==> src/hdl/mgcd_pkg.sv <==
// Shared types, constants and the CRC step for the cell-bit decoder.
package mgcd_pkg;

    localparam logic [6:0]  SYNC_LEN   = 7'd64;
    localparam logic [6:0]  SYNC_BACK  = SYNC_LEN - 7'd1;
    localparam logic [6:0]  MARK_START = SYNC_LEN + 7'd1;
    localparam logic [6:0]  MARK_END   = 7'd80;
    localparam logic [6:0]  BYTE_START = MARK_END + 7'd1;
    localparam logic [6:0]  BYTE_END   = 7'd96;
    localparam logic [7:0]  POS_BASE   = 8'd96;
    localparam logic [7:0]  RAW_FILL   = 8'hFF;
    localparam logic [3:0]  MARK_PAT   = 4'h1;
    localparam logic [15:0] CRC_INIT   = 16'hFFFF;
    localparam logic [15:0] CRC_SEED   = 16'hCDB4;
    localparam logic [15:0] CRC_POLY   = 16'h1021;

    typedef struct packed {
        logic [7:0] data_byte;
        logic       is_mark;
        logic       crc_ok;
    } t_result;

    function automatic logic [15:0] crc_step(input logic [15:0] crc, input logic b);
        logic fb;
        begin
            fb = crc[15] ^ b;
            crc_step = {crc[14:0], 1'b0} ^ (fb ? CRC_POLY : 16'h0000);
        end
    endfunction

endpackage

==> src/hdl/mgcd_core.sv <==
// Decoder state registers and the per-cell next-state and result logic.
module mgcd_core (
    input  logic            i_clk,
    input  logic            i_rst_n,
    input  logic            i_cfg_we,
    input  logic            i_cfg_data,
    input  logic            i_fire,
    input  logic            i_cell_bit,
    input  logic            i_restart,
    output logic            o_res_valid,
    output mgcd_pkg::t_result o_res
);
    import mgcd_pkg::*;

    logic        r_gcr_mode;
    logic [7:0]  r_shift, n_shift;
    logic        r_mark, n_mark;
    logic [7:0]  r_raw, n_raw;
    logic [6:0]  r_sync, n_sync;
    logic [15:0] r_crc, n_crc;

    logic [7:0]  gcr_word;
    logic [7:0]  pos_word;
    logic [2:0]  pos;
    logic [6:0]  sync_inc;

    always_comb begin
        n_shift     = r_shift;
        n_mark      = r_mark;
        n_raw       = r_raw;
        n_sync      = r_sync;
        n_crc       = r_crc;
        o_res_valid = 1'b0;
        o_res       = '0;
        gcr_word    = {r_shift[6:0], i_cell_bit};
        pos_word    = POS_BASE - {1'b0, r_sync};
        pos         = pos_word[3:1];
        sync_inc    = r_sync + 7'd1;
        if (i_restart) begin
            n_shift = '0;
            n_mark  = 1'b0;
            n_sync  = '0;
        end else if (r_gcr_mode) begin
            n_mark = 1'b0;
            if (gcr_word[7]) begin
                o_res_valid     = 1'b1;
                o_res.data_byte = gcr_word;
                n_shift         = '0;
            end else begin
                n_shift = gcr_word;
            end
        end else if (r_sync < SYNC_LEN) begin
            n_sync = (i_cell_bit != r_sync[0]) ? sync_inc : 7'd0;
        end else if (r_sync == SYNC_LEN && i_cell_bit) begin
            n_sync = SYNC_BACK;
        end else begin
            if (r_sync == MARK_START || r_sync == BYTE_START) begin
                n_raw   = RAW_FILL;
                n_shift = '0;
                n_mark  = 1'b0;
            end
            if (r_sync[0]) begin
                n_shift = n_shift | ({7'd0, i_cell_bit} << pos);
                n_crc   = crc_step(r_crc, i_cell_bit);
            end
            n_raw = {n_raw[6:0], i_cell_bit};
            if (n_raw[3:0] == MARK_PAT && !r_sync[0]) begin
                n_mark = 1'b1;
            end
            n_sync = sync_inc;
            if (sync_inc == MARK_END) begin
                if (!n_mark) begin
                    n_sync = '0;
                end else begin
                    n_crc           = CRC_SEED;
                    o_res_valid     = 1'b1;
                    o_res.data_byte = n_shift;
                    o_res.is_mark   = 1'b1;
                end
            end else if (sync_inc == BYTE_END) begin
                n_sync          = MARK_END;
                o_res_valid     = 1'b1;
                o_res.data_byte = n_shift;
                o_res.is_mark   = n_mark;
                o_res.crc_ok    = !n_mark && (n_crc == 16'h0000);
                if (n_mark) begin
                    n_crc = CRC_SEED;
                end
            end
        end
    end

    always_ff @(posedge i_clk) begin
        if (!i_rst_n) begin
            r_gcr_mode <= 1'b0;
            r_shift    <= '0;
            r_mark     <= 1'b0;
            r_raw      <= '0;
            r_sync     <= '0;
            r_crc      <= CRC_INIT;
        end else begin
            if (i_cfg_we) begin
                r_gcr_mode <= i_cfg_data;
            end
            if (i_fire) begin
                r_shift <= n_shift;
                r_mark  <= n_mark;
                r_raw   <= n_raw;
                r_sync  <= n_sync;
                r_crc   <= n_crc;
            end
        end
    end

    a_sync_range: assert property (@(posedge i_clk) disable iff (!i_rst_n)
        r_sync <= BYTE_END)
        else $error("sync count out of range");

    a_mark_reseed: assert property (@(posedge i_clk) disable iff (!i_rst_n)
        (i_fire && o_res_valid && o_res.is_mark) |=> (r_crc == CRC_SEED))
        else $error("crc not reseeded after mark");

    a_restart_clear: assert property (@(posedge i_clk) disable iff (!i_rst_n)
        (i_fire && i_restart) |=> (r_sync == 7'd0 && r_shift == 8'd0 && !r_mark))
        else $error("restart did not clear state");

    a_gcr_crc_hold: assert property (@(posedge i_clk) disable iff (!i_rst_n)
        (i_fire && r_gcr_mode && !i_cfg_we) |=> $stable(r_crc))
        else $error("crc changed in gcr mode");

    a_ok_not_mark: assert property (@(posedge i_clk) disable iff (!i_rst_n)
        (o_res_valid && o_res.crc_ok) |-> (!o_res.is_mark && !r_gcr_mode))
        else $error("crc ok flagged on mark or gcr byte");

endmodule

==> src/hdl/mgcd_out_buf.sv <==
// Result register with a skid stage toward the downstream side.
module mgcd_out_buf (
    input  logic              i_clk,
    input  logic              i_rst_n,
    input  logic              i_push,
    input  mgcd_pkg::t_result i_push_data,
    output logic              o_push_ready,
    output logic              o_valid,
    output mgcd_pkg::t_result o_data,
    input  logic              i_stall
);
    import mgcd_pkg::*;

    logic    r_out_valid;
    logic    r_skid_valid;
    t_result r_out;
    t_result r_skid;
    logic    pop;

    assign pop          = r_out_valid && !i_stall;
    assign o_push_ready = !r_skid_valid;
    assign o_valid      = r_out_valid;
    assign o_data       = r_out;

    always_ff @(posedge i_clk) begin
        if (!i_rst_n) begin
            r_out_valid  <= 1'b0;
            r_skid_valid <= 1'b0;
        end else if (!r_out_valid || pop) begin
            r_out_valid  <= r_skid_valid || i_push;
            r_skid_valid <= r_skid_valid && i_push;
        end else if (i_push) begin
            r_skid_valid <= 1'b1;
        end
    end

    always_ff @(posedge i_clk) begin
        if (!r_out_valid || pop) begin
            r_out <= r_skid_valid ? r_skid : i_push_data;
            if (r_skid_valid && i_push) begin
                r_skid <= i_push_data;
            end
        end else if (i_push) begin
            r_skid <= i_push_data;
        end
    end

endmodule

==> src/hdl/mfm_gcr_cell_bit_decoder.sv <==
// Top level of the MFM / GCR cell-bit decoder.
// One raw cell bit is accepted per clock while the input does not stall. Each
// accepted item is held in the input register and updates the decoder state in
// a single pass; a byte it completes is loaded into the result register, or
// into the skid stage while the result register holds a stalled result. The
// skid stage holds one more result while the downstream side stalls; once both
// hold a result, the input stalls until the downstream side takes one.
// i_cfg_data selects GCR framing (1) or MFM decoding (0); write it only while
// the block is idle.
module mfm_gcr_cell_bit_decoder (
    input  logic       i_clk,
    input  logic       i_rst_n,
    input  logic       i_cfg_we,
    input  logic       i_cfg_data,
    input  logic       i_valid,
    output logic       o_stall,
    input  logic       i_cell_bit,
    input  logic       i_restart,
    output logic       o_valid,
    input  logic       i_stall,
    output logic [7:0] o_data_byte,
    output logic       o_is_mark,
    output logic       o_crc_ok
);
    import mgcd_pkg::*;

    logic    r_in_valid;
    logic    r_cell_bit;
    logic    r_restart;
    logic    fire;
    logic    push_ready;
    logic    res_valid;
    t_result res;
    t_result out_data;

    assign fire    = r_in_valid && push_ready;
    assign o_stall = r_in_valid && !push_ready;

    always_ff @(posedge i_clk) begin
        if (!i_rst_n) begin
            r_in_valid <= 1'b0;
        end else if (!o_stall) begin
            r_in_valid <= i_valid;
        end
    end

    always_ff @(posedge i_clk) begin
        if (!o_stall && i_valid) begin
            r_cell_bit <= i_cell_bit;
            r_restart  <= i_restart;
        end
    end

    mgcd_core u_core (
        .i_clk       (i_clk),
        .i_rst_n     (i_rst_n),
        .i_cfg_we    (i_cfg_we),
        .i_cfg_data  (i_cfg_data),
        .i_fire      (fire),
        .i_cell_bit  (r_cell_bit),
        .i_restart   (r_restart),
        .o_res_valid (res_valid),
        .o_res       (res)
    );

    mgcd_out_buf u_out_buf (
        .i_clk        (i_clk),
        .i_rst_n      (i_rst_n),
        .i_push       (fire && res_valid),
        .i_push_data  (res),
        .o_push_ready (push_ready),
        .o_valid      (o_valid),
        .o_data       (out_data),
        .i_stall      (i_stall)
    );

    assign o_data_byte = out_data.data_byte;
    assign o_is_mark   = out_data.is_mark;
    assign o_crc_ok    = out_data.crc_ok;

endmodule

==> config.mk <==
export PLATFORM = sky130hd
export DESIGN_NAME = mfm_gcr_cell_bit_decoder
export DESIGN_NICKNAME = d
export VERILOG_FILES = /design/src/hdl/mgcd_pkg.sv /design/src/hdl/mgcd_core.sv /design/src/hdl/mgcd_out_buf.sv /design/src/hdl/mfm_gcr_cell_bit_decoder.sv
export SDC_FILE = /design/constraint.sdc
export NUM_CORES = 1
export LEC_CHECK = 0
export BUFFER_PORTS_ARGS = -buffer_cell sky130_fd_sc_hd__buf_2
export CAP_MARGIN = 25
export CORE_ASPECT_RATIO = 1.75
export CORE_MARGIN = 10
export CORE_UTILIZATION = 45
export CTS_BUF_LIST = sky130_fd_sc_hd__clkbuf_8
export CTS_CLUSTER_SIZE = 8
export DETAILED_ROUTE_END_ITERATION = 8
export HOLD_SLACK_MARGIN = 0.02
export PLACE_DENSITY = 0.65
export SYNTH_ARGS = -nofsm -noshare
export SYNTH_HDL_FRONTEND = slang
export SYNTH_SLANG_ARGS = --single-unit
==> constraint.sdc <==
create_clock -name i_clk -period 3.45 [get_ports i_clk]
set_clock_uncertainty 0.05 [all_clocks]
set_input_delay 0.1725 -clock i_clk [delete_from_list [all_inputs] [get_ports i_clk]]
set_output_delay 0.1725 -clock i_clk [all_outputs]
set_load 0.02 [all_outputs]
## Word-level counts from Yosys, hierarchy flattened

Index checks and enable logic that the tools add are counted.

| storage, ports and cells | value |
|---|---|
| bits of input ports | 8 |
| memory bits (writable) | 0 |
| output and inout bits | 12 |
| latch bits | 0 |
| register bits | 61 |
| logic and storage cells | 134 |
| ROM bits | 0 |
| memories | 0 |

| cells by class | value |
|---|---|
| div/mod/pow operators | 0 |
| add/subtract/negate cells | 2 |
| reductions and logical operators | 24 |
| magnitude comparators | 1 |
| bitwise gates (word level) | 7 |
| multipliers | 0 |
| shift operators | 1 |
| multiplexer cells | 71 |
| equality and inequality tests | 11 |

Operator list:

| kind | number |
|---|---|
| 2-to-1 mux 16 bit | 8 |
| 2-to-1 mux 8 bit | 16 |
| 2-to-1 mux 10 bit | 8 |
| 2-to-1 mux 7 bit | 9 |
| equality test 7 bit (second input constant) | 5 |
| 2-to-1 mux 1 bit | 21 |
| 2-to-1 mux 9 bit | 2 |
| zero test 16 bit | 1 |
| bitwise XOR 16 bit | 1 |
| 2-to-1 mux 3 bit | 5 |
| 2-to-1 mux 13 bit | 1 |
| logical AND 1 bit | 9 |
| OR 8 bit | 1 |
| << shifter 1 x 3 -> 8 bit | 1 |
| adder 7 x 1 -> 7 bit (second input constant) | 1 |
| less-than comparator 7 bit (second input constant) | 1 |
| zero test 1 bit | 6 |
| != test 3 x 2 -> 1 bit (second input constant) | 2 |
| AND reduction 5 bit | 1 |
| equality test 4 x 1 -> 1 bit (second input constant) | 1 |
| != test 2 bit (second input constant) | 2 |
| inverter 1 bit | 4 |
| AND reduction 2 bit | 2 |
| subtractor 1 x 4 -> 4 bit (first input constant) | 1 |
| 6 further kinds | 8 |

## Depth between registers and ports, before layout

Gate-level depths: netlist (run 1).

| logic depth | value |
|---|---|
| depth in word-level cells | 24 |
| depth in mapped cells | 10 |
| gate-level depth less buffers | 8 |

## Modules after synthesis

A second synthesis (run 1) with hierarchy kept.

| unflattened totals | value |
|---|---|
| cell total of the unflattened synthesis | 353 |
| area, all modules | 3,235.6 um^2 |

By module, submodules not included:

| module | area each (um^2) | cells an instance | seq. area each (um^2) | times used |
|---|---|---|---|---|
| mgcd_core | 2,269.7 | 302 | 720.7 | 1 |
| mgcd_out_buf | 845.8 | 43 | 640.6 | 1 |
| mfm_gcr_cell_bit_decoder | 120.1 | 8 | 80.1 | 1 |

## Worst setup path before layout (run 1)

No wires, ideal clock.

| timing path | value |
|---|---|
| path type | flip-flop to flip-flop |
| start point | register u_core.r_sync[0] |
| end point | register u_out_buf.r_skid[0] in the netlist's numbering (enable) |
| cell stages (with the launch flop) | 10 |
| buffers on the path | 2 |
| required time | 3,008 ps |
| period minus slack after synthesis | 3,138 ps |
| setup slack | 312 ps |
| library setup time | 392 ps |
| arrival | 2,696 ps |
| path through | dfxtp_1 buf_2 inv_1 ha_1 a41oi_1 nand3_1 o21ai_1 nand2_2 buf_2 nor3b_1 |

| on the way | value |
|---|---|
| word-level cells in the longest chain between the ends | 24 |
| elaborated cells between the ends (all ways) | 35 |
| those cells by class | add/sub: 1; order compare: 1; eq/ne: 7; mux: 18; reduce/logical: 8 |

RTL lines:

| item | line | RTL |
|---|---|---|
| start, declared | mgcd_core.sv:19 | `logic [6:0] r_sync, n_sync;` |
| start signal, assigned | mgcd_core.sv:109 | `r_sync <= n_sync;` |
| equality test 7 bit | mgcd_core.sv:57 | `if (r_sync == MARK_START \|\| r_sync == BYTE_START) begin` |
| logical OR 1 bit | mgcd_core.sv:57 |  |
| 2-to-1 mux 3 bit | mgcd_core.sv:57 |  |
| 2-to-1 mux 3 bit | mgcd_core.sv:54 | `end else if (r_sync == SYNC_LEN && i_cell_bit) begin` |
| 2-to-1 mux 3 bit | mgcd_core.sv:52 | `end else if (r_sync < SYNC_LEN) begin` |
| 2-to-1 mux 3 bit | mgcd_core.sv:43 | `end else if (r_gcr_mode) begin` |
| 2-to-1 mux 3 bit | mgcd_core.sv:39 | `if (i_restart) begin` |
| equality test 4 x 1 -> 1 bit | mgcd_core.sv:67 | `if (n_raw[3:0] == MARK_PAT && !r_sync[0]) begin` |
| [... 8 more ...] | - |  |
| 2-to-1 mux 1 bit | mgcd_core.sv:54 |  |
| 2-to-1 mux 1 bit (*) | mgcd_core.sv:52 |  |
| 2-to-1 mux 1 bit (*) | mgcd_core.sv:43 |  |
| 2-to-1 mux 1 bit (*) | mgcd_core.sv:39 |  |
| logical AND 1 bit (*) | mfm_gcr_cell_bit_decoder.sv:69 | `.i_push (fire && res_valid),` |
| logical AND 1 bit | mgcd_out_buf.sv:40 | `if (r_skid_valid && i_push) begin` |
| != test 2 bit (no source line) | - |  |
| AND reduction 2 bit (no source line) (*) | - |  |
| end signal, assigned | mgcd_out_buf.sv:41 | `r_skid <= i_push_data;` |
| end signal, assigned | mgcd_out_buf.sv:44 | `r_skid <= i_push_data;` |
| end, declared | mgcd_out_buf.sv:17 | `t_result r_skid;` |

Every way passes the cells marked *; elsewhere a longest branch is shown, timed or not. The select of a mux whose other input is x is not followed.
A chain may end at the register's enable or synchronous reset.

## Worst setup path in the final report (run 1)

| timing path | value |
|---|---|
| start point | register u_core.r_sync[0] |
| end point | register u_out_buf.r_skid[3] in the netlist's numbering (enable) |

Same word-level chain as after synthesis.

==> results of run 1 <==
-- flip-flops by register name, summed over array words and instances, names as in the netlist --
register                cells
u_core.r_crc               16
u_out_buf.o_data           10
u_out_buf.r_skid           10
u_core.r_shift              8
u_core.r_sync               7
u_core.r_raw                3
r_cell_bit                  1
r_in_valid                  1
r_restart                   1
u_core.r_gcr_mode           1
u_core.r_mark               1
u_out_buf.o_valid           1
u_out_buf.r_skid_valid      1
-- final cells by class --
class / instances / area, sq um / share of cell area, %
multi-input combinational: 262 / 1610 / 44.9
clock inverter: 5 / 57.6 / 1.60
sequential: 61 / 1440 / 40.1
inverter: 13 / 48.8 / 1.36
clock buffer: 11 / 151 / 4.21
tap: 84 / 105 / 2.92
timing repair buffer: 29 / 180 / 5.01
-- layout by cell type (no fill, tap or decap), types with 8 or more instances in the layout --
cell       instances
inv_1             12
nor3_1            11
a2bb2oi_1          8
a21oi_1           16
clkbuf_8          11
nand3_1           14
o21ai_0           13
o31ai_1           10
nand2_1           46
nor2_1            37
dfxtp_1           39
edfxtp_1          22
a221o_1            8
buf_2             19
-- layer usage --
| layer | share of wire [%] | vias up |
|---|---|---|
| met4 | 3.0 | 0 |
| li1 | - | 1370 |
| met1 | 37 | 1302 |
| met3 | 5.6 | 23 |
| met5 | 0 | - |
| met2 | 54 | 97 |
-- timing repair --
item / CTS / global route
setup endpoints to repair: 0 / 0
endpoints found under the hold margin: 4 / 0
hold buffers: 4 / 0
-- power by group --
part           switching (mW)  total, mW  internal [mW]  leakage [nW]
Combinational          0.0473     0.0793         0.0320         0.661
Sequential             0.0109      0.756          0.745         0.527
Clock                   0.299      0.672          0.373        0.0996
-- cells by family after synthesis --
logic type               Yosys count
AO/OA/AOI/OAI                    103
XOR/XNOR                           6
adder cells (fa/ha/maj)            4
buffers and inverters             35
flip-flops                        61
multiplexers                       2
AND/OR/NAND/NOR                  147
-- worst max-delay path by stage --
| stage | to | slack [ns] | depth (start not counted) |
|---|---|---|---|
| after floorplan | u_out_buf.r_skid[0] | 0.31 | 9 |
| after global placement | u_core.r_crc[9] | 0.73 | 7 |
| after detailed placement | u_out_buf.r_skid[6] | 0.66 | 8 |
| after CTS | u_out_buf.r_skid[7] | 0.65 | 8 |
| after global routing | u_out_buf.r_skid[2] | 0.35 | 8 |
| final | u_out_buf.r_skid[3] | 0.60 | 8 |
-- per-stage QoR --
stage | instance area (sq um) | hold slack (ns) | total power [mW] | instances | worst slack [ns]
after floorplan | 3210 | 0.221 | 0.823 | 358 | 0.312
after global placement | 3350 | 0.301 | 0.846 | 445 | 0.731
after detailed placement | 3350 | 0.301 | 0.846 | 445 | 0.665
after CTS | 3600 | 0.0328 | 1.52 | 465 | 0.647
after global routing | 3600 | 0.0600 | 1.55 | 465 | 0.351
final | 3600 | 0.0416 | 1.51 | 465 | 0.601
-- worst min-delay path, delay by kind of cell --
kind / cells / cell delay (ns)
buffers and inverters: 1 / 0.09
multiplexers: 1 / 0.07
AND/OR/NAND/NOR: 1 / 0.08
==> impl_metrics.json, run 1 <==
{
  "status": "finished, final reports clean",
  "synth_edf_count": 22,
  "firstDrtPassIters": 5,
  "cts_buffers": 9,
  "grt_usage_pct": 15.4,
  "nFillCells": 654,
  "die_w_um": 83.8,
  "hold_path_depth": 3,
  "power_density_nw_per_um2": 419,
  "yosys-top-cells-count": "46 x nand2_1, 39 x dfxtp_1, 37 x nor2_1",
  "synth_top_area_cell": "dfxtp_1",
  "clock_latency_ns": 0.36,
  "io_buffers": 19,
  "max-cap-violations": 0,
  "design.core.area_sq_um": 6910,
  "root_buffer": "clkbuf_8",
  "crit_start": "u_core.r_sync[0]",
  "hp-class": "in -> reg",
  "period_minus_slack_ns": 2.85,
  "use_met1_pct": 16.2,
  "synth_compound_area_share_pct": 24.0,
  "syn_nets": 370,
  "yosysSeqAreaShare_pct": 45.0,
  "finalHoldViolCount": 0,
  "timing.rr.start": "u_core.r_sync[0]",
  "grt_setup_unrepaired": "no",
  "synth_top_area_share_pct": 24.4,
  "start_util_pct": 46.4,
  "grt_antenna_before_repair": 0,
  "ys_types": 65,
  "nets": 388,
  "gp_congestion": 0.923,
  "max_freq_mhz": 351,
  "first_iter_violations": 205,
  "synth-adder-area-share_pct": 1.56,
  "viasPerCell": 6.00,
  "drc": 0,
  "ys_ff_latch": 61,
  "yosys-top-cells-area": "dfxtp_1 24%, edfxtp_1 21%, nand2_1 5.4%, nor2_1 4.3%, a21oi_1 2.5%",
  "grt_use_met2_pct": 26.5,
  "arrival_ns": 2.86,
  "numClockSinks": 61,
  "synthXorXnorAreaFrac_pct": 1.64,
  "r2r_end": "u_out_buf.r_skid[3]",
  "synth_most_common_cell": "nand2_1",
  "layout-drive-gt1-share_pct": 13.6,
  "worst_pin_slew_ns": 0.899,
  "syn_inst": 358,
  "gr-total-overflow": 0,
  "netlist_area_sq_um": 3210,
  "wirelength_mm": 8.30,
  "reg2reg_setup_slack_ns": 0.60,
  "critical-path-top-delay-family": "simple AND/OR/NAND/NOR gates",
  "postRouteAntennaNets": 0,
  "synth-async-reset-ratio_pct": 0,
  "num_rows": 40,
  "vdd_ir_drop_max_mv": 0.235,
  "synth_top_family_by_area": "compound AO/OA/AOI/OAI gates",
  "vias": 2792,
  "grt_pass1_wl_mm": 14.0,
  "io_pins": 20,
  "cts_max_level": 3,
  "path_clk_slew_ns": 0.07,
  "worstPathCellList": "ha_1, nand4b_1, o22ai_1, nor2_1, o211ai_2, nand2_2, nor3b_1, buf_4",
  "cts_max_path_buffers": 2,
  "gr-max-usage-layer": "met2",
  "worstSetupPathType": "reg -> reg",
  "slew_violations": 0,
  "path_max_fanout": 17,
  "r2r_cells": 8,
  "startpoint_type": "register",
  "routedWlPerCell_um": 17.8,
  "cp.required_ns": 3.46,
  "hpwlAfterDp_mm": 6.00,
  "cpMaxStageDelayCell": "dfxtp_1",
  "final-setup-viol-count": 0,
  "slew_headroom_pct": 39.4,
  "dieArea_sq_um": 11000,
  "worstHoldStart": "i_cfg_we",
  "num_antenna_cells": 0,
  "grt_use_met3_pct": 3.71,
  "area_growth_pct": 12.3,
  "synth_area_per_cell_sq_um": 8.95,
  "cp_slowest_stage_delay_ns": 0.62,
  "ys_warn_count": 0,
  "fin_tns_setup_ns": 0,
  "synth-simple-area-share_pct": 22.4,
  "cts_tree": "yes",
  "cts_setup_buffers": 0,
  "period_share_pct": 82.6,
  "die_y_um": 132,
  "min_to": "u_core.r_gcr_mode",
  "cp-end-kind": "register",
  "muxShareOfSynthArea_pct": 0.664,
  "leakage_nw": 1.29,
  "grt_pass1_vias": 2838,
  "cts_resized": 0,
  "path_buf_inv": 1,
  "final_util_pct": 52.1,
  "ys.flop_type": "dfxtp_1",
  "grt_max_degree": 26
}
(Power assumes the default switching activity.)
==> inputs of run 2 (changes only) <==
--- a/config.mk
+++ b/config.mk
@@ -14,7 +14,7 @@
 export CTS_CLUSTER_SIZE = 8
 export DETAILED_ROUTE_END_ITERATION = 8
 export HOLD_SLACK_MARGIN = 0.02
-export PLACE_DENSITY = 0.65
+export PLACE_DENSITY = 0.67
 export SYNTH_ARGS = -nofsm -noshare
 export SYNTH_HDL_FRONTEND = slang
 export SYNTH_SLANG_ARGS = --single-unit
==> constraint.sdc (replaced) <==
create_clock -name i_clk -period 2.5 [get_ports i_clk]
set_clock_uncertainty 0.05 [all_clocks]
set_input_delay 0.125 -clock i_clk [delete_from_list [all_inputs] [get_ports i_clk]]
set_output_delay 0.125 -clock i_clk [all_outputs]
set_load 0.02 [all_outputs]
==> impl_metrics.json, run 2 (synthesis gave the netlist of run 1 again) <==
{
  "max_freq_mhz": 418,
  "worstHoldStart": "i_stall",
  "slew_headroom_pct": 48.2,
  "largest_reg_flops": 16,
  "period_minus_slack_ns": 2.39,
  "fin_ws_ns": 0.107,
  "grt_usage_pct": 15.7,
  "final-setup-viol-count": 0,
  "worstSetupPathType": "reg -> reg",
  "cts_max_level": 3,
  "design.core.area_sq_um": 6910,
  "finalHoldViolCount": 0,
  "grt_antenna_before_repair": 0,
  "routedWlPerCell_um": 17.5,
  "cp_slowest_stage_delay_ns": 0.63,
  "path_clk_slew_ns": 0.08,
  "p_switching_mw": 0.494,
  "slew_violations": 0,
  "die_w_um": 83.8,
  "clock_latency_ns": 0.36,
  "worstPathCellList": "nor2_2, a41oi_2, buf_4, o31ai_2, a211o_1, a2bb2oi_1, nor2_1",
  "start_util_pct": 46.4,
  "worst_pin_slew_ns": 0.773,
  "power_density_nw_per_um2": 511,
  "place_inst": 473,
  "finalNonFillerCells": 495,
  "reg2reg_setup_slack_ns": 0.11,
  "cts_max_path_buffers": 2,
  "grt_max_degree": 27,
  "dieArea_sq_um": 11000,
  "grt_pass1_wl_mm": 14.3,
  "final_common_cell": "nand2_1",
  "cts_buffers": 9,
  "numClockSinks": 61,
  "firstDrtPassIters": 5,
  "wirelength_mm": 8.65,
  "cts_tree": "yes",
  "num_rows": 40,
  "drc": 0,
  "p_comb_share_pct": 6.6,
  "postRouteAntennaNets": 0,
  "sw_frac_of_total_pct": 25.2,
  "layout-drive-gt1-share_pct": 20.7,
  "hold_path_depth": 4,
  "gp_congestion": 0.919,
  "io_pins": 20,
  "cpMaxStageDelayCell": "o31ai_2",
  "leakage_nw": 1.44,
  "io_buffers": 19,
  "r2r_end": "u_core.r_shift[2]",
  "grt_setup_unrepaired": "no",
  "max-cap-violations": 0,
  "pwr-share-seq_pct": 52.9,
  "cp-end-kind": "register",
  "root_buffer": "clkbuf_8",
  "status": "finished, final reports clean",
  "place_ws_ns": 0.0841,
  "viasPerCell": 5.96,
  "internal_power_mw": 1.46,
  "first_iter_violations": 193,
  "vdd_ir_drop_max_mv": 0.313,
  "startpoint_type": "register",
  "gr-total-overflow": 0,
  "area_growth_pct": 19.6,
  "num_antenna_cells": 0,
  "layout_common_cells": "46 x nand2_1, 38 x dfxtp_1, 37 x nor2_1",
  "nets": 418,
  "arrival_ns": 2.58,
  "path_max_fanout": 12,
  "die_y_um": 132,
  "hp-class": "in -> reg",
  "total_power_mw": 1.96,
  "vias": 2951,
  "top_register": "u_core.r_crc",
  "period_share_pct": 95.7,
  "timing.rr.start": "u_core.r_sync[3]",
  "hpwlAfterDp_mm": 6.51,
  "fin_tns_setup_ns": 0,
  "pwr-share-clk_pct": 40.4,
  "cp.required_ns": 2.68,
  "min_to": "u_out_buf.o_valid",
  "r2r_cells": 7,
  "grt_pass1_vias": 2967
}
-- run 2: critical path, delay by kind of cell (launching register included) --
kind | cells | cell delay, ns
AOI/OAI and AO/OA | 4 | 1.34
and+or+nand+nor | 2 | 0.27
buffers and inverters | 1 | 0.18
DFF | 1 | 0.44
-- run 2: what timing repair did --
action                                  in CTS  in global routing
hold buffers                                 6                  0
setup buffers                                0                  0
endpoints found under the setup margin       0                 14
endpoints found under the hold margin        5                  0
gates resized for setup                      0                  2
-- run 2: stage by stage --
step | utilization, % | hold WS [ns] | cell area (sq um)
floorplan | - | 0.174 | 3240
global placement | 52.0 | 0.254 | 3590
detailed placement | 52.0 | 0.254 | 3590
CTS | 55.4 | 0.180 | 3830
global route | 55.5 | 0.218 | 3830
finish | 55.5 | 0.182 | 3830
-- run 2: metal layers --
metal | global-route usage, % | share of wire [%]
met1 | 14.7 | 38
met2 | 29.2 | 55
met3 | 4.27 | 3.7
met4 | 8.69 | 3.5
met5 | 0 | 0
-- run 2: worst max-delay path by stage --
stage,endpoint,slack (ns),start
2_1_floorplan,u_out_buf.r_skid[0],0.004,u_core.r_sync[0]
6_report,u_core.r_shift[2],0.11,u_core.r_sync[3]
3_3_place_gp,u_out_buf.r_skid[3],0.14,u_core.r_sync[0]
4_1_cts,u_core.r_crc[3],0.08,u_core.r_sync[0]
3_5_place_dp,u_core.r_crc[3],0.08,u_core.r_sync[0]
5_1_grt,u_core.r_crc[3],0.004,u_core.r_sync[0]
-- run 2: final cells by class --
| cell class | count | area, sq um |
|---|---|---|
| Clock inverter | 6 | 38.8 |
| Timing Repair Buffer | 59 | 423 |
| Clock buffer | 10 | 138 |
| Tap cell | 84 | 105 |
| Multi-Input combinational cell | 262 | 1640 |
| Sequential cell | 61 | 1440 |
| Fill cell | 654 | 3070 |
| Inverter | 13 | 48.8 |
-- run 2: power groups by stage --
| stage | Sequential (mW) | Combinational [mW] | Clock (mW) |
|---|---|---|---|
| global route | 1.04 | 0.141 | 0.859 |
| floorplan | 1.05 | 0.0815 | 0 |
| CTS | 1.04 | 0.128 | 0.811 |
| global placement | 1.06 | 0.120 | 0 |
| detailed placement | 1.06 | 0.120 | 0 |
| finish | 1.04 | 0.130 | 0.792 |
==> inputs of run 3 (changes only) <==
--- a/config.mk
+++ b/config.mk
@@ -15,6 +15,7 @@
 export DETAILED_ROUTE_END_ITERATION = 8
 export HOLD_SLACK_MARGIN = 0.02
 export PLACE_DENSITY = 0.67
+export RECOVER_POWER = 25
 export SYNTH_ARGS = -nofsm -noshare
 export SYNTH_HDL_FRONTEND = slang
 export SYNTH_SLANG_ARGS = --single-unit
==> impl_metrics.json, run 3 (synthesis gave the netlist of run 1 again) <==
{
  "status": "finished, final reports clean",
  "worst_hold_slack_ns": 0.420,
  "cp-end-kind": "register",
  "cts_tree": "yes",
  "regArea_sq_um": 1440,
  "viasPerCell": 5.95,
  "layout_common_cells": "46 x nand2_1, 38 x dfxtp_1, 37 x nor2_1",
  "cts_max_path_buffers": 2,
  "root_buffer": "clkbuf_8",
  "io_buffers": 19,
  "multi_input_comb_area_sq_um": 1640,
  "startpoint_type": "register",
  "cts_setup_buffers": 0,
  "cts_max_level": 3,
  "routedWlPerCell_um": 17.5,
  "path_clk_slew_ns": 0.08,
  "hold_path_depth": 4,
  "numClockSinks": 61,
  "worst_pin_slew_ns": 0.773,
  "total_power_mw": 1.96,
  "leakage_nw": 1.39,
  "r2r_cells": 7,
  "arrival_ns": 2.58,
  "period_share_pct": 95.7,
  "grt_pass1_vias": 2967,
  "hpwlAfterDp_mm": 6.51,
  "finalHoldViolCount": 0,
  "dpl_cell_area_sq_um": 3590,
  "top_register": "u_core.r_crc",
  "die_y_um": 132,
  "io_pins": 20,
  "nets": 418,
  "path_buf_inv": 1,
  "final_common_cell": "nand2_1",
  "grt_antenna_before_repair": 0,
  "slew_violations": 0,
  "place_inst": 473,
  "dieArea_sq_um": 11000,
  "cts_buffers": 9,
  "fin_ws_ns": 0.107,
  "path_max_fanout": 12,
  "vdd_ir_drop_max_mv": 0.313,
  "grt_setup_unrepaired": "no",
  "vias": 2943,
  "gp_congestion": 0.919,
  "nFillCells": 656,
  "clock_latency_ns": 0.36,
  "wirelength_mm": 8.67,
  "num_antenna_cells": 0,
  "reg2reg_setup_slack_ns": 0.11,
  "postRouteAntennaNets": 0,
  "drc": 0,
  "hp-class": "in -> reg",
  "power_density_nw_per_um2": 514,
  "max_freq_mhz": 418,
  "cp_slowest_stage_delay_ns": 0.63,
  "slew_headroom_pct": 48.2,
  "grt_pass1_wl_mm": 14.3,
  "grt_max_degree": 27,
  "period_minus_slack_ns": 2.39,
  "finalNonFillerCells": 495,
  "num_rows": 40,
  "design.core.area_sq_um": 6910,
  "worstSetupPathType": "reg -> reg",
  "grt_usage_pct": 15.7,
  "final_util_pct": 55.2,
  "layout-drive-gt1-share_pct": 17.8,
  "final-setup-viol-count": 0,
  "worstPathCellList": "nor2_2, a41oi_2, buf_4, o31ai_2, a211o_1, a2bb2oi_1, nor2_1",
  "max-cap-violations": 0,
  "die_w_um": 83.8,
  "critical-path-top-delay-family": "compound AO/OA/AOI/OAI gates",
  "cpMaxStageDelayCell": "o31ai_2",
  "place_ws_ns": 0.0841,
  "start_util_pct": 46.4,
  "firstDrtPassIters": 5,
  "largest_reg_flops": 16,
  "cp.depth": 7,
  "first_iter_violations": 193,
  "area_growth_pct": 19.0,
  "cp.required_ns": 2.68,
  "fin_tns_setup_ns": 0,
  "design_area_sq_um": 3810,
  "gr-total-overflow": 0
}
run 3: changes by cell type in the layout (fill, tap and decap cells not counted):
cell,before,now
buf_2,19,8
buf_4,33,32
clkbuf_1,0,12
run 3: repair_timing:
action,in CTS,in global routing
hold buffers,6,0
setup endpoints to repair,0,14
hold endpoints to repair,5,0
gates resized for setup,0,2
run 3: power by group:
| group | internal, mW | total [mW] | leakage, nW | switching, mW |
|---|---|---|---|---|
| Clock | 0.382 | 0.794 | 0.0897 | 0.411 |
| Combinational | 0.0550 | 0.130 | 0.773 | 0.0752 |
| Sequential | 1.03 | 1.04 | 0.528 | 0.00870 |
run 3: path summary, 6_finish.rpt:
check              startpoint                 to
max          u_core.r_sync[3]  u_core.r_shift[2]
min                   i_stall  u_out_buf.o_valid
max reg2reg  u_core.r_sync[3]  u_core.r_shift[2]
min reg2reg   u_core.r_raw[0]    u_core.r_raw[0]
run 3: area by class of cell:
cell class	instances	share of cell area [%]
clock buffer	10	3.61
clock inverter	6	1.02
inverter	13	1.28
multi-input combinational	262	42.9
sequential	61	37.8
tap	84	2.76
timing repair buffer	59	10.6
run 3: tightest hold or removal path, delay by kind of cell:
family | cells | cell delay (ns)
AO/OA/AOI/OAI | 1 | 0.22
buffers and inverters | 2 | 0.40
AND/OR/NAND/NOR | 1 | 0.04
run 3: per-layer routing:
metal	share of wire (%)	vias up	track usage, %
met3	4.2	25	4.27
met4	3.4	0	8.69
met2	55	78	29.2
li1	-	1423	-
met5	0	-	0
met1	38	1417	14.7
